$ cat src/lpcc_pkg.sv
package lpcc_pkg;

  // Field widths of one item on each channel.
  localparam int unsigned PageW    = 16;
  localparam int unsigned SpW      = 11;
  localparam int unsigned KindW    = 2;
  localparam int unsigned SlotIdxW = 5;

  // Default number of cache slots.
  localparam int unsigned DefaultSlots = 32;

  // A sector is 512 bytes of 16-byte pages; the stack pointer counts words.
  localparam int unsigned SectorShift = 5;
  localparam int unsigned SpShift     = 3;

  localparam logic [PageW-1:0] EmptyTag = '1;

  // Result kinds.
  localparam logic [KindW-1:0] KindWriteBack = 2'd0;
  localparam logic [KindW-1:0] KindHit       = 2'd1;
  localparam logic [KindW-1:0] KindFill      = 2'd2;
  localparam logic [KindW-1:0] KindBypass    = 2'd3;

  // Command broadcast from the controller to every cell of the ring.
  typedef struct packed {
    logic rotate;     // every cell takes its neighbor's contents
    logic promote;    // move the keyed slot to the front of the recency order
    logic set_dirty;  // with promote: mark the keyed slot dirty
    logic fill;       // load the keyed slot with a new tag and mark it dirty
    logic wb_clear;   // with rotate: clear the dirty mark leaving the read point
  } lpcc_cmd_t;

endpackage

$ cat src/lru_page_cache_controller_core.sv
// The block takes one item at a time: it stalls its input from accepting an item until
// the last result of that item is loaded into the output register. The ring of slot
// cells turns one cell per cycle for the search and, while no write-back waits for
// room in the output register, for the flush.
// Reset: every slot is empty and clean, recency order is slot 0 first, no result is held.
module lru_page_cache_controller_core #(
  parameter int unsigned SLOTS = lpcc_pkg::DefaultSlots
) (
  input  logic                          clk_i,
  input  logic                          rst_ni,
  // Access channel.
  input  logic                          in_valid_i,
  output logic                          in_stall_o,
  input  logic [lpcc_pkg::PageW-1:0]    page_address_i,
  input  logic                          is_write_i,
  input  logic [lpcc_pkg::SpW-1:0]      stack_pointer_i,
  // Result channel.
  output logic                          out_valid_o,
  input  logic                          out_stall_i,
  output logic [lpcc_pkg::KindW-1:0]    result_kind_o,
  output logic [lpcc_pkg::SlotIdxW-1:0] slot_index_o,
  output logic [lpcc_pkg::PageW-1:0]    result_page_o,
  output logic                          last_o
);
  import lpcc_pkg::*;

  // The slot state lives in a ring of SLOTS cells. Each cell carries one
  // slot's number, its recency rank, its tag and its dirty mark. When the ring
  // turns, every cell passes its contents to the next one, and the last cell
  // is the single read point the controller looks at. A full turn of SLOTS
  // steps brings every slot back to its home cell, so the slots pass the
  // read point in descending slot order: exactly the order write-backs leave.
  //
  // One access runs as follows:
  //   SEARCH  one full turn. The matching slot of lowest rank (the first hit
  //           in recency order) and the slot of highest rank (the tail) are
  //           captured as they pass.
  //   DECIDE  a hit moves its slot to the front in one broadcast step and is
  //           reported; a read miss is reported as a bypass. A write miss
  //           whose tail is dirty and not below the stack limit goes on to
  //           FLUSH, any other write miss straight to FILL.
  //   FLUSH   a second full turn. Every dirty slot in the tail's sector is
  //           reported as it passes the read point and loses its dirty mark
  //           on the way back into the ring. The turn pauses while a result
  //           waits for room in the output register.
  //   FILL    the tail moves to the front, takes the new page, turns dirty,
  //           and the fill is reported as the last result of the access.

  localparam int unsigned SlotW = $clog2(SLOTS);
  localparam logic [SlotW-1:0] RankLast = SlotW'(SLOTS - 1);

  localparam logic [2:0] StIdle   = 3'd0;
  localparam logic [2:0] StSearch = 3'd1;
  localparam logic [2:0] StDecide = 3'd2;
  localparam logic [2:0] StFlush  = 3'd3;
  localparam logic [2:0] StFill   = 3'd4;

  logic [2:0]       state_q, state_d;
  logic [SlotW-1:0] step_q, step_d;

  // The accepted access.
  logic [PageW-1:0] page_q, page_d;
  logic             wr_q, wr_d;
  logic [SpW-1:0]   sp_q, sp_d;

  // What the search turn found.
  logic             found_q, found_d;
  logic [SlotW-1:0] best_slot_q, best_slot_d;
  logic [SlotW-1:0] best_rank_q, best_rank_d;
  logic [SlotW-1:0] tail_slot_q, tail_slot_d;
  logic [PageW-1:0] tail_tag_q, tail_tag_d;
  logic             tail_dirty_q, tail_dirty_d;

  // Output register.
  logic             out_valid_q, out_valid_d;
  logic [KindW-1:0] kind_q, kind_d;
  logic [SlotIdxW-1:0] slot_idx_q, slot_idx_d;
  logic [PageW-1:0] res_page_q, res_page_d;
  logic             last_q, last_d;

  // Ring interface.
  lpcc_cmd_t        cmd;
  logic [SlotW-1:0] key_slot;
  logic [SlotW-1:0] key_rank;
  logic [SlotW-1:0] rp_slot;
  logic [SlotW-1:0] rp_rank;
  logic [PageW-1:0] rp_tag;
  logic             rp_dirty;

  logic can_load;
  logic in_accept;
  logic rp_match;
  logic rp_in_sector;
  logic need_flush;

  assign can_load     = !out_valid_q || !out_stall_i;
  assign in_stall_o   = (state_q != StIdle);
  assign in_accept    = in_valid_i && !in_stall_o;
  assign rp_match     = (rp_tag == page_q);
  assign rp_in_sector = rp_dirty &&
                        (rp_tag[PageW-1:SectorShift] == tail_tag_q[PageW-1:SectorShift]);
  assign need_flush   = tail_dirty_q && (tail_tag_q >= PageW'(sp_q >> SpShift));

  // Broadcast keys: the hit slot in DECIDE, the tail slot in FILL.
  assign key_slot = (state_q == StFill) ? tail_slot_q : best_slot_q;
  assign key_rank = (state_q == StFill) ? RankLast : best_rank_q;

  always_comb begin
    state_d      = state_q;
    step_d       = step_q;
    page_d       = page_q;
    wr_d         = wr_q;
    sp_d         = sp_q;
    found_d      = found_q;
    best_slot_d  = best_slot_q;
    best_rank_d  = best_rank_q;
    tail_slot_d  = tail_slot_q;
    tail_tag_d   = tail_tag_q;
    tail_dirty_d = tail_dirty_q;

    out_valid_d  = out_valid_q && out_stall_i;
    kind_d       = kind_q;
    slot_idx_d   = slot_idx_q;
    res_page_d   = res_page_q;
    last_d       = last_q;

    cmd          = '0;

    unique case (state_q)
      StIdle: begin
        if (in_accept) begin
          page_d  = page_address_i;
          wr_d    = is_write_i;
          sp_d    = stack_pointer_i;
          found_d = 1'b0;
          step_d  = '0;
          state_d = StSearch;
        end
      end

      StSearch: begin
        cmd.rotate = 1'b1;
        if (rp_match && (!found_q || (rp_rank < best_rank_q))) begin
          found_d     = 1'b1;
          best_slot_d = rp_slot;
          best_rank_d = rp_rank;
        end
        if (rp_rank == RankLast) begin
          tail_slot_d  = rp_slot;
          tail_tag_d   = rp_tag;
          tail_dirty_d = rp_dirty;
        end
        step_d = step_q + SlotW'(1);
        if (step_q == RankLast) begin
          state_d = StDecide;
        end
      end

      StDecide: begin
        priority if (found_q) begin
          if (can_load) begin
            cmd.promote   = 1'b1;
            cmd.set_dirty = wr_q;
            out_valid_d   = 1'b1;
            kind_d        = KindHit;
            slot_idx_d    = SlotIdxW'(best_slot_q);
            res_page_d    = page_q;
            last_d        = 1'b1;
            state_d       = StIdle;
          end
        end else if (!wr_q) begin
          if (can_load) begin
            out_valid_d = 1'b1;
            kind_d      = KindBypass;
            slot_idx_d  = '0;
            res_page_d  = page_q;
            last_d      = 1'b1;
            state_d     = StIdle;
          end
        end else if (need_flush) begin
          step_d  = '0;
          state_d = StFlush;
        end else begin
          state_d = StFill;
        end
      end

      StFlush: begin
        // A slot that must be written back waits at the read point until
        // the output register has room for it.
        if (!rp_in_sector || can_load) begin
          cmd.rotate   = 1'b1;
          cmd.wb_clear = rp_in_sector;
          if (rp_in_sector) begin
            out_valid_d = 1'b1;
            kind_d      = KindWriteBack;
            slot_idx_d  = SlotIdxW'(rp_slot);
            res_page_d  = rp_tag;
            last_d      = 1'b0;
          end
          step_d = step_q + SlotW'(1);
          if (step_q == RankLast) begin
            state_d = StFill;
          end
        end
      end

      StFill: begin
        if (can_load) begin
          cmd.promote = 1'b1;
          cmd.fill    = 1'b1;
          out_valid_d = 1'b1;
          kind_d      = KindFill;
          slot_idx_d  = SlotIdxW'(tail_slot_q);
          res_page_d  = page_q;
          last_d      = 1'b1;
          state_d     = StIdle;
        end
      end

      default: begin
        state_d = StIdle;
      end
    endcase
  end

  always_ff @(posedge clk_i or negedge rst_ni) begin
    if (!rst_ni) begin
      state_q     <= StIdle;
      step_q      <= '0;
      found_q     <= 1'b0;
      out_valid_q <= 1'b0;
    end else begin
      state_q     <= state_d;
      step_q      <= step_d;
      found_q     <= found_d;
      out_valid_q <= out_valid_d;
    end
  end

  always_ff @(posedge clk_i) begin
    page_q       <= page_d;
    wr_q         <= wr_d;
    sp_q         <= sp_d;
    best_slot_q  <= best_slot_d;
    best_rank_q  <= best_rank_d;
    tail_slot_q  <= tail_slot_d;
    tail_tag_q   <= tail_tag_d;
    tail_dirty_q <= tail_dirty_d;
    kind_q       <= kind_d;
    slot_idx_q   <= slot_idx_d;
    res_page_q   <= res_page_d;
    last_q       <= last_d;
  end

  lpcc_chain #(.SLOTS(SLOTS)) u_chain (
    .clk_i     (clk_i),
    .rst_ni    (rst_ni),
    .cmd_i     (cmd),
    .key_slot_i(key_slot),
    .key_rank_i(key_rank),
    .fill_tag_i(page_q),
    .rp_slot_o (rp_slot),
    .rp_rank_o (rp_rank),
    .rp_tag_o  (rp_tag),
    .rp_dirty_o(rp_dirty)
  );

  assign out_valid_o   = out_valid_q;
  assign result_kind_o = kind_q;
  assign slot_index_o  = slot_idx_q;
  assign result_page_o = res_page_q;
  assign last_o        = last_q;

endmodule

$ cat src/lpcc_cell.sv
module lpcc_cell #(
  parameter int unsigned SLOTS   = lpcc_pkg::DefaultSlots,
  parameter int unsigned CELL_ID = 0
) (
  input  logic                          clk_i,
  input  logic                          rst_ni,
  input  lpcc_pkg::lpcc_cmd_t           cmd_i,
  input  logic [$clog2(SLOTS)-1:0]      key_slot_i,
  input  logic [$clog2(SLOTS)-1:0]      key_rank_i,
  input  logic [lpcc_pkg::PageW-1:0]    fill_tag_i,
  input  logic [$clog2(SLOTS)-1:0]      prev_slot_i,
  input  logic [$clog2(SLOTS)-1:0]      prev_rank_i,
  input  logic [lpcc_pkg::PageW-1:0]    prev_tag_i,
  input  logic                          prev_dirty_i,
  output logic [$clog2(SLOTS)-1:0]      slot_o,
  output logic [$clog2(SLOTS)-1:0]      rank_o,
  output logic [lpcc_pkg::PageW-1:0]    tag_o,
  output logic                          dirty_o
);
  import lpcc_pkg::*;

  localparam int unsigned SlotW = $clog2(SLOTS);

  logic [SlotW-1:0] slot_q, slot_d;
  logic [SlotW-1:0] rank_q, rank_d;
  logic [PageW-1:0] tag_q, tag_d;
  logic             dirty_q, dirty_d;
  logic             is_key;

  assign is_key = (slot_q == key_slot_i);

  // Each cell holds one slot: its number, its place in the recency order
  // (0 is most recent), its tag and its dirty mark.
  always_comb begin
    slot_d  = slot_q;
    rank_d  = rank_q;
    tag_d   = tag_q;
    dirty_d = dirty_q;
    if (cmd_i.rotate) begin
      slot_d  = prev_slot_i;
      rank_d  = prev_rank_i;
      tag_d   = prev_tag_i;
      dirty_d = prev_dirty_i;
    end else begin
      if (cmd_i.promote) begin
        if (is_key) begin
          rank_d  = '0;
          dirty_d = dirty_q | cmd_i.set_dirty;
        end else if (rank_q < key_rank_i) begin
          rank_d = rank_q + SlotW'(1);
        end
      end
      if (cmd_i.fill && is_key) begin
        tag_d   = fill_tag_i;
        dirty_d = 1'b1;
      end
    end
  end

  always_ff @(posedge clk_i or negedge rst_ni) begin
    if (!rst_ni) begin
      slot_q  <= SlotW'(CELL_ID);
      rank_q  <= SlotW'(CELL_ID);
      tag_q   <= EmptyTag;
      dirty_q <= 1'b0;
    end else begin
      slot_q  <= slot_d;
      rank_q  <= rank_d;
      tag_q   <= tag_d;
      dirty_q <= dirty_d;
    end
  end

  assign slot_o  = slot_q;
  assign rank_o  = rank_q;
  assign tag_o   = tag_q;
  assign dirty_o = dirty_q;

endmodule

$ cat src/lpcc_chain.sv
module lpcc_chain #(
  parameter int unsigned SLOTS = lpcc_pkg::DefaultSlots
) (
  input  logic                          clk_i,
  input  logic                          rst_ni,
  input  lpcc_pkg::lpcc_cmd_t           cmd_i,
  input  logic [$clog2(SLOTS)-1:0]      key_slot_i,
  input  logic [$clog2(SLOTS)-1:0]      key_rank_i,
  input  logic [lpcc_pkg::PageW-1:0]    fill_tag_i,
  output logic [$clog2(SLOTS)-1:0]      rp_slot_o,
  output logic [$clog2(SLOTS)-1:0]      rp_rank_o,
  output logic [lpcc_pkg::PageW-1:0]    rp_tag_o,
  output logic                          rp_dirty_o
);
  import lpcc_pkg::*;

  localparam int unsigned SlotW = $clog2(SLOTS);

  logic [SlotW-1:0] slot_w  [SLOTS];
  logic [SlotW-1:0] rank_w  [SLOTS];
  logic [PageW-1:0] tag_w   [SLOTS];
  logic             dirty_w [SLOTS];

  // The last cell is the read point; its contents wrap around to the first
  // cell, with the dirty mark dropped when the slot was just written back.
  logic wrap_dirty;
  assign wrap_dirty = dirty_w[SLOTS-1] & ~cmd_i.wb_clear;

  for (genvar c = 0; c < SLOTS; c++) begin : g_cell
    if (c == 0) begin : g_first
      lpcc_cell #(.SLOTS(SLOTS), .CELL_ID(c)) u_cell (
        .clk_i       (clk_i),
        .rst_ni      (rst_ni),
        .cmd_i       (cmd_i),
        .key_slot_i  (key_slot_i),
        .key_rank_i  (key_rank_i),
        .fill_tag_i  (fill_tag_i),
        .prev_slot_i (slot_w[SLOTS-1]),
        .prev_rank_i (rank_w[SLOTS-1]),
        .prev_tag_i  (tag_w[SLOTS-1]),
        .prev_dirty_i(wrap_dirty),
        .slot_o      (slot_w[c]),
        .rank_o      (rank_w[c]),
        .tag_o       (tag_w[c]),
        .dirty_o     (dirty_w[c])
      );
    end else begin : g_next
      lpcc_cell #(.SLOTS(SLOTS), .CELL_ID(c)) u_cell (
        .clk_i       (clk_i),
        .rst_ni      (rst_ni),
        .cmd_i       (cmd_i),
        .key_slot_i  (key_slot_i),
        .key_rank_i  (key_rank_i),
        .fill_tag_i  (fill_tag_i),
        .prev_slot_i (slot_w[c-1]),
        .prev_rank_i (rank_w[c-1]),
        .prev_tag_i  (tag_w[c-1]),
        .prev_dirty_i(dirty_w[c-1]),
        .slot_o      (slot_w[c]),
        .rank_o      (rank_w[c]),
        .tag_o       (tag_w[c]),
        .dirty_o     (dirty_w[c])
      );
    end
  end

  assign rp_slot_o  = slot_w[SLOTS-1];
  assign rp_rank_o  = rank_w[SLOTS-1];
  assign rp_tag_o   = tag_w[SLOTS-1];
  assign rp_dirty_o = dirty_w[SLOTS-1];

endmodule

$ cat config.mk
export PLATFORM = sky130hd
export DESIGN_NAME = lru_page_cache_controller_core
export DESIGN_NICKNAME = d
export VERILOG_FILES = /design/src/lpcc_pkg.sv /design/src/lru_page_cache_controller_core.sv /design/src/lpcc_cell.sv /design/src/lpcc_chain.sv
export SDC_FILE = /design/constraint.sdc
export NUM_CORES = 2
export LEC_CHECK = 0
export BUFFER_PORTS_ARGS = -buffer_cell sky130_fd_sc_hd__buf_2
export CORE_AREA = 2 2 289 291
export DETAILED_ROUTE_END_ITERATION = 7
export DIE_AREA = 0 0 291 293
export PLACE_DENSITY = 0.83
export REMOVE_ABC_BUFFERS = 1
export SLEW_MARGIN = 30
export SYNTH_ARGS = -nofsm -noshare
export SYNTH_HDL_FRONTEND = slang
export SYNTH_SLANG_ARGS = --single-unit
$ cat constraint.sdc
create_clock -name clk_i -period 5.3 [get_ports clk_i]
set_input_delay 0.265 -clock clk_i [delete_from_list [all_inputs] [get_ports clk_i]]
set_output_delay 0.265 -clock clk_i [all_outputs]
set_load 0.01 [all_outputs]
* Yosys cells after proc, flatten, opt, wreduce, memory -nomap -nowiden *
Index checks and enable logic that the tools add are counted.

operators by class
  multiplexer cells = 384
  eq/ne operators = 52
  bitwise logic cells = 34
  $add $sub $neg = 33
  $lt $le $gt $ge = 34
  reduce and logical (&&, ||, !) cells = 251

operators with widths
  kind                 number
  $mux 16              69
  $mux 5               142
  $reduce_bool 3->1    98
  $add 5x1->5 const B  33
  $lt 5x5->1           33
  $eq 5x5->1           32
  $mux 1               146
  $reduce_and 2->1     67
  $reduce_bool 2->1    34
  $pmux 16 s3          1
  $logic_and 1x1->1    37
  $or 1x1->1           32
  $mux 3               8
  $ne 2x2->1 const B   11
  $pmux 5 s4           1
  $mux 2               9
  $eq 16x16->1         1
  $ge 16x8->1          1
  $pmux 3 s5           1
  $pmux 5 s3           1
  $reduce_and 6->1     2
  $eq 11x11->1         1
  $eq 5x5->1 const B   2
  $reduce_and 4->1     2
  other kinds (14)     24

storage, ports and cells
  input bits = 32
  logic and storage cells = 932
  register bits = 958
  output and inout port bits = 26

* Depth between registers and ports, before layout *
  depth after elaboration = 10
  mapped depth = 14
  gate-level depth less buffers = 10

* By module *
From an unflattened synthesis, not the netlist that was laid out.

unflattened totals
  cells, all modules = 4,391
  area, all modules = 54,568.6 µm²

by module, submodules not included
  module                                            cells an instance  instances  area each (µm²)  sequential area each (µm²)
  lpcc_cell (u_chain.g_cell[11].g_next.u_cell ...)  126                10         1,582.8          703.2
  lpcc_cell (u_chain.g_cell[10].g_next.u_cell ...)  126                9          1,580.3          700.7
  lpcc_cell (u_chain.g_cell[15].g_next.u_cell ...)  126                5          1,585.3          705.7
  lpcc_cell (u_chain.g_cell[16].g_next.u_cell ...)  126                4          1,577.8          698.2
  lru_page_cache_controller_core                    332                1          4,126.5          2,682.6
  lpcc_cell (u_chain.g_cell[31].g_next.u_cell)      126                1          1,587.8          708.2
  lpcc_cell (u_chain.g_cell[0].g_first.u_cell)      126                1          1,575.3          695.7
  lpcc_cell (u_chain.g_cell[9].g_next.u_cell)       139                1          1,490.2          700.7
  lpcc_cell (u_chain.g_cell[8].g_next.u_cell)       139                1          1,487.7          698.2
  lpcc_chain                                        1                  1          13.8             0.0

* Least setup slack after synthesis *
No wires, ideal clock.

  path type = register -> register
  start = register state_q[0]
  end = register u_chain.g_cell[30].g_next.u_cell.rank_q[0]
  data required time = 5.174 ns
  stages on the path, launching flop included = 12
  setup time = 0.126 ns
  arrival time = 3.864 ns
  slack = 1.310 ns
  clock period less this slack = 3.990 ns
  buffers on the path = 4
  cells stage by stage = dfrtp_1 > buf_2 > nor3b_4 > buf_4 > buf_4 > clkbuf_1 > nor2_1 > ha_1 > o41a_1 > o211a_1 > a21o_1 > a221o_1

on the way
  cells in the longest elaborated chain, start to end = 6
  elaborated cells on any way between the ends = 16
  those cells by class = order compare: 1; eq/ne: 5; mux: 7; reduce/logical: 3

ends and longest elaborated chain
  item                                                                line                                   source
  from (decl)                                                         lru_page_cache_controller_core.sv:58   logic [2:0] state_q, state_d;
  from (signal assigned)                                              lru_page_cache_controller_core.sv:229  state_q <= StIdle;
  from (signal assigned)                                              lru_page_cache_controller_core.sv:234  state_q <= state_d;
  parallel branches: the longest is 6 deep, another holds $lt 5x5->1  -
  to (signal assigned)                                                lpcc_cell.sv:63                        rank_q <= SlotW'(CELL_ID);
  to (signal assigned)                                                lpcc_cell.sv:68                        rank_q <= rank_d;
  to (decl)                                                           lpcc_cell.sv:25                        logic [SlotW-1:0] rank_q, rank_d;

Several ways; the timed one is not identified. The select of a mux whose other input is x is not followed.
A chain may end at the register's enable or synchronous reset.

* Worst setup path after layout *
  start = register state_q[0]
  end = register u_chain.g_cell[12].g_next.u_cell.rank_q[3]

on the way
  cells in the longest elaborated chain, start to end = 6
  elaborated cells on any way between the ends = 16
  those cells by class = order compare: 1; eq/ne: 5; mux: 7; reduce/logical: 3

ends and longest elaborated chain
  item                                                                line
  parallel branches: the longest is 6 deep, another holds $lt 5x5->1  -
  to (signal assigned)                                                lpcc_cell.sv:63
  to (signal assigned)                                                lpcc_cell.sv:68
  to (decl)                                                           lpcc_cell.sv:25

Several ways; the timed one is not identified. The select of a mux whose other input is x is not followed.

==> run metrics <==
Hold-fix buffers, CTS 27; Clk pin slew, worst setup/hold paths approximately 60 ps; setup violators final 0; Distinct cells, synth 64; Max transition margin 34.6%; number of diodes 0; layout cell share with drive strength beyond 1 between 20 and 25%; drt total wl 122,000 um; Sw Ratio around two fifths; P per Cell Area 578 mW/mm2; Critical Path RT just under 6000 ps; htree depth 3; Final Hold Viols 0; most common cell after layout, fill and taps aside nand2_1; Vias/cell 6.34; Rows 105; Setup TNS 0 ps; Setup CP Type flop to flop; worst-path maximum fanout 23; internal power 19,200 uW; Seq cells post-synth between 900 and 1,000; Main synth FF type dfstp_2; Initial DRC Count 3,354; unrepaired setup endpoints after global routing false; first drt pass iteration count 6; Total Nets Final 5,384; Port Buffers 54; Post-synth EDFFs 81; Warnings, synthesis 0; CTS max path bufs 3; Clock Tree Root clkbuf_16; wire per inst just under 20 um; main area contributors after synthesis dfstp_2, dfrtp_1, nand2_1; Slew Viols, Final 0; number of global-route vias before repair ~40,000; total grt overflow 0; largest net degree at the start of global routing 180; Clock Skew about 40 ps; postcts setup bufs 0; Total GRT Usage 28.2%; most frequent cells in the layout nand2_1, dfstp_2, o21ai_0, a21oi_1, a211oi_1; Die Width between 200 and 300 um; Area Overhead vs Synth 10.2%; Syn Area/Cell 9.26 um2; Pleak 0.0213 uW; vias 40,100; Min Hold Slack 68.5 ps; Mapped Cells between 5,000 and 6,000; sequential area share after synthesis between 50 and 60%; CP Launch Type flop; I/O pins 58; Max-Cap Viols 0; Post-CTS Resized 0; Arr. time, crit path 4750 ps; leading area contributor after synthesis dfstp_2; TritonCTS Sinks ~960; final antenna-violating net count 0; starting density of the core between 50% and 60%; initial antenna violation count 0; clock power share a little under a quarter; fin crit share 78.7%; Die Ht 293 um; worst-skew pair later-pin latency 690 ps; core area 0.0818 mm2; Worst VDD drop roughly 510 uV; Cell Area, Synth about 0.049 mm2; min-delay worst type input pin to async pin; first-pass GRT wire length 200,000 um; DRC viols 0; fmax 240 MHz; Slew @ Worst Pin between 900 and 1000 ps; post-detail-place hpwl 73,900 um; CTS tree done; Seq pwr share approximately 42%; final core occ between 60% and 70%; status finished clean; Crit. End Element flop; Yosys top cell area share roughly 36%; Logic pwr share 34.3%; post-layout min period 4170 ps; CTS buffer count 98; Placer Congestion 0.851; Net Sw Power approximately 12,000 uW; ys async rst share 91.5%; die area 0.0853 mm2
==> per-layer routing <==
| layer | global-route usage [%] | vias up | share of wire [%] |
|---|---|---|---|
| met3 | 4.05 | 277 | 6.8 |
| met2 | 48.3 | 1534 | 50 |
| met4 | 10.4 | 0 | 2.7 |
| met5 | 0 | - | 0 |
| met1 | 36.6 | 19700 | 40 |
| li1 | - | 18600 | - |
==> sequential cells by signal (all words and copies together), names as in the netlist <==
register                               flops
u_chain.g_cell.g_first.u_cell.tag_o       16
page_q                                    16
wr_q                                       1
u_chain.g_cell.g_next.u_cell.dirty_o      31
found_q                                    1
sp_q                                       8
u_chain.g_cell.g_next.u_cell.slot_o      155
state_q                                    3
tail_slot_q                                5
result_kind_o                              2
best_slot_q                                5
u_chain.g_cell.g_next.u_cell.rank_o      155
u_chain.g_cell.g_first.u_cell.slot_o       5
out_valid_o                                1
step_q                                     5
last_o                                     1
u_chain.g_cell.g_first.u_cell.dirty_o      1
result_page_o                             16
best_rank_q                                5
u_chain.g_cell.g_next.u_cell.tag_o       496
tail_tag_q                                16
slot_index_o                               5
u_chain.g_cell.g_first.u_cell.rank_o       5
tail_dirty_q                               1
==> kinds of logic (layout without fill, tap and decap cells) <==
group           after synthesis  count (layout)  synth area share [%]
flops                       955             955                  51.3
xor+xnor                    123             123                  2.20
mux                           3               3                0.0690
compound gates             1913            1913                  23.3
simple gates               1528            1528                  13.7
buf+inv                     591             565                  4.98
fa+ha+maj                   175             175                  4.47
==> metrics by stage <==
step	power (uW)	std cells	area, um2	worst slack (ps)
6_report	31200	6332	54000	1130
5_1_grt	33300	6332	54000	900
4_1_cts	31100	6331	54000	1230
3_5_place_dp	23700	6119	50300	1240
3_3_place_gp	23100	6116	50100	1400
2_1_floorplan	19400	4902	47300	-10740
==> cells in the mapped netlist (all sizes together), types with 67 or more instances <==
| cell type | count |
|---|---|
| edfxtp | 81 |
| xnor2 | 110 |
| ha | 175 |
| o22ai | 69 |
| dfrtp | 202 |
| a211oi | 247 |
| inv | 205 |
| nand3 | 93 |
| a221oi | 95 |
| and3 | 67 |
| buf | 122 |
| a21oi | 628 |
| dfstp | 672 |
| nor2 | 177 |
| clkbuf | 264 |
| o21ai | 656 |
| nand2 | 1039 |
==> critical path: stages, from the launching register on <==
cell	delay, ps
dfrtp_1	890
nor3b_4	90
buf_4	240
nor2_4	750
buf_4	380
ha_1	210
nor2_1	50
nand2_1	70
nor3_1	50
nor3_1	660
o21ai_0	270
a221oi_1	370
==> final timing paths <==
| check | start | end | slack [ps] | cells after the start |
|---|---|---|---|---|
| max | state_q[0] | u_chain.g_cell[12].g_next.u_cell.rank_o[3] | 1130 | 11 |
| min | rst_ni | u_chain.g_cell[29].g_next.u_cell.rank_o[1] | 70 | 2 |
| max reg2reg | state_q[0] | u_chain.g_cell[12].g_next.u_cell.rank_o[3] | 1130 | 11 |
| min reg2reg | u_chain.g_cell[25].g_next.u_cell.tag_o[14] | u_chain.g_cell[25].g_next.u_cell.tag_o[14] | 460 | 2 |
| max in group asynchronous | rst_ni | u_chain.g_cell[18].g_next.u_cell.tag_o[13] | 3680 | 4 |
| min in group clk_i | out_stall_i | last_o | 90 | 4 |
==> cell type report <==
type,count,area [um2]
Clock buffer,149,2930
Clock inverter,36,494
Fill cell,6026,27800
Inverter,205,769
Multi-Input combinational cell,3742,21800
Sequential cell,955,25100
Tap cell,1070,1340
Timing Repair Buffer,175,1520
==> power by group through the flow <==
stage               Sequential, uW  Combinational (uW)  Clock [uW]
floorplan                    12500                6930           0
global placement             13100                9970           0
detailed placement           13200               10500           0
CTS                          13100               10700        7340
global route                 13500               12100        7640
finish                       13200               10700        7280
Power figures use the tool's default switching activity.
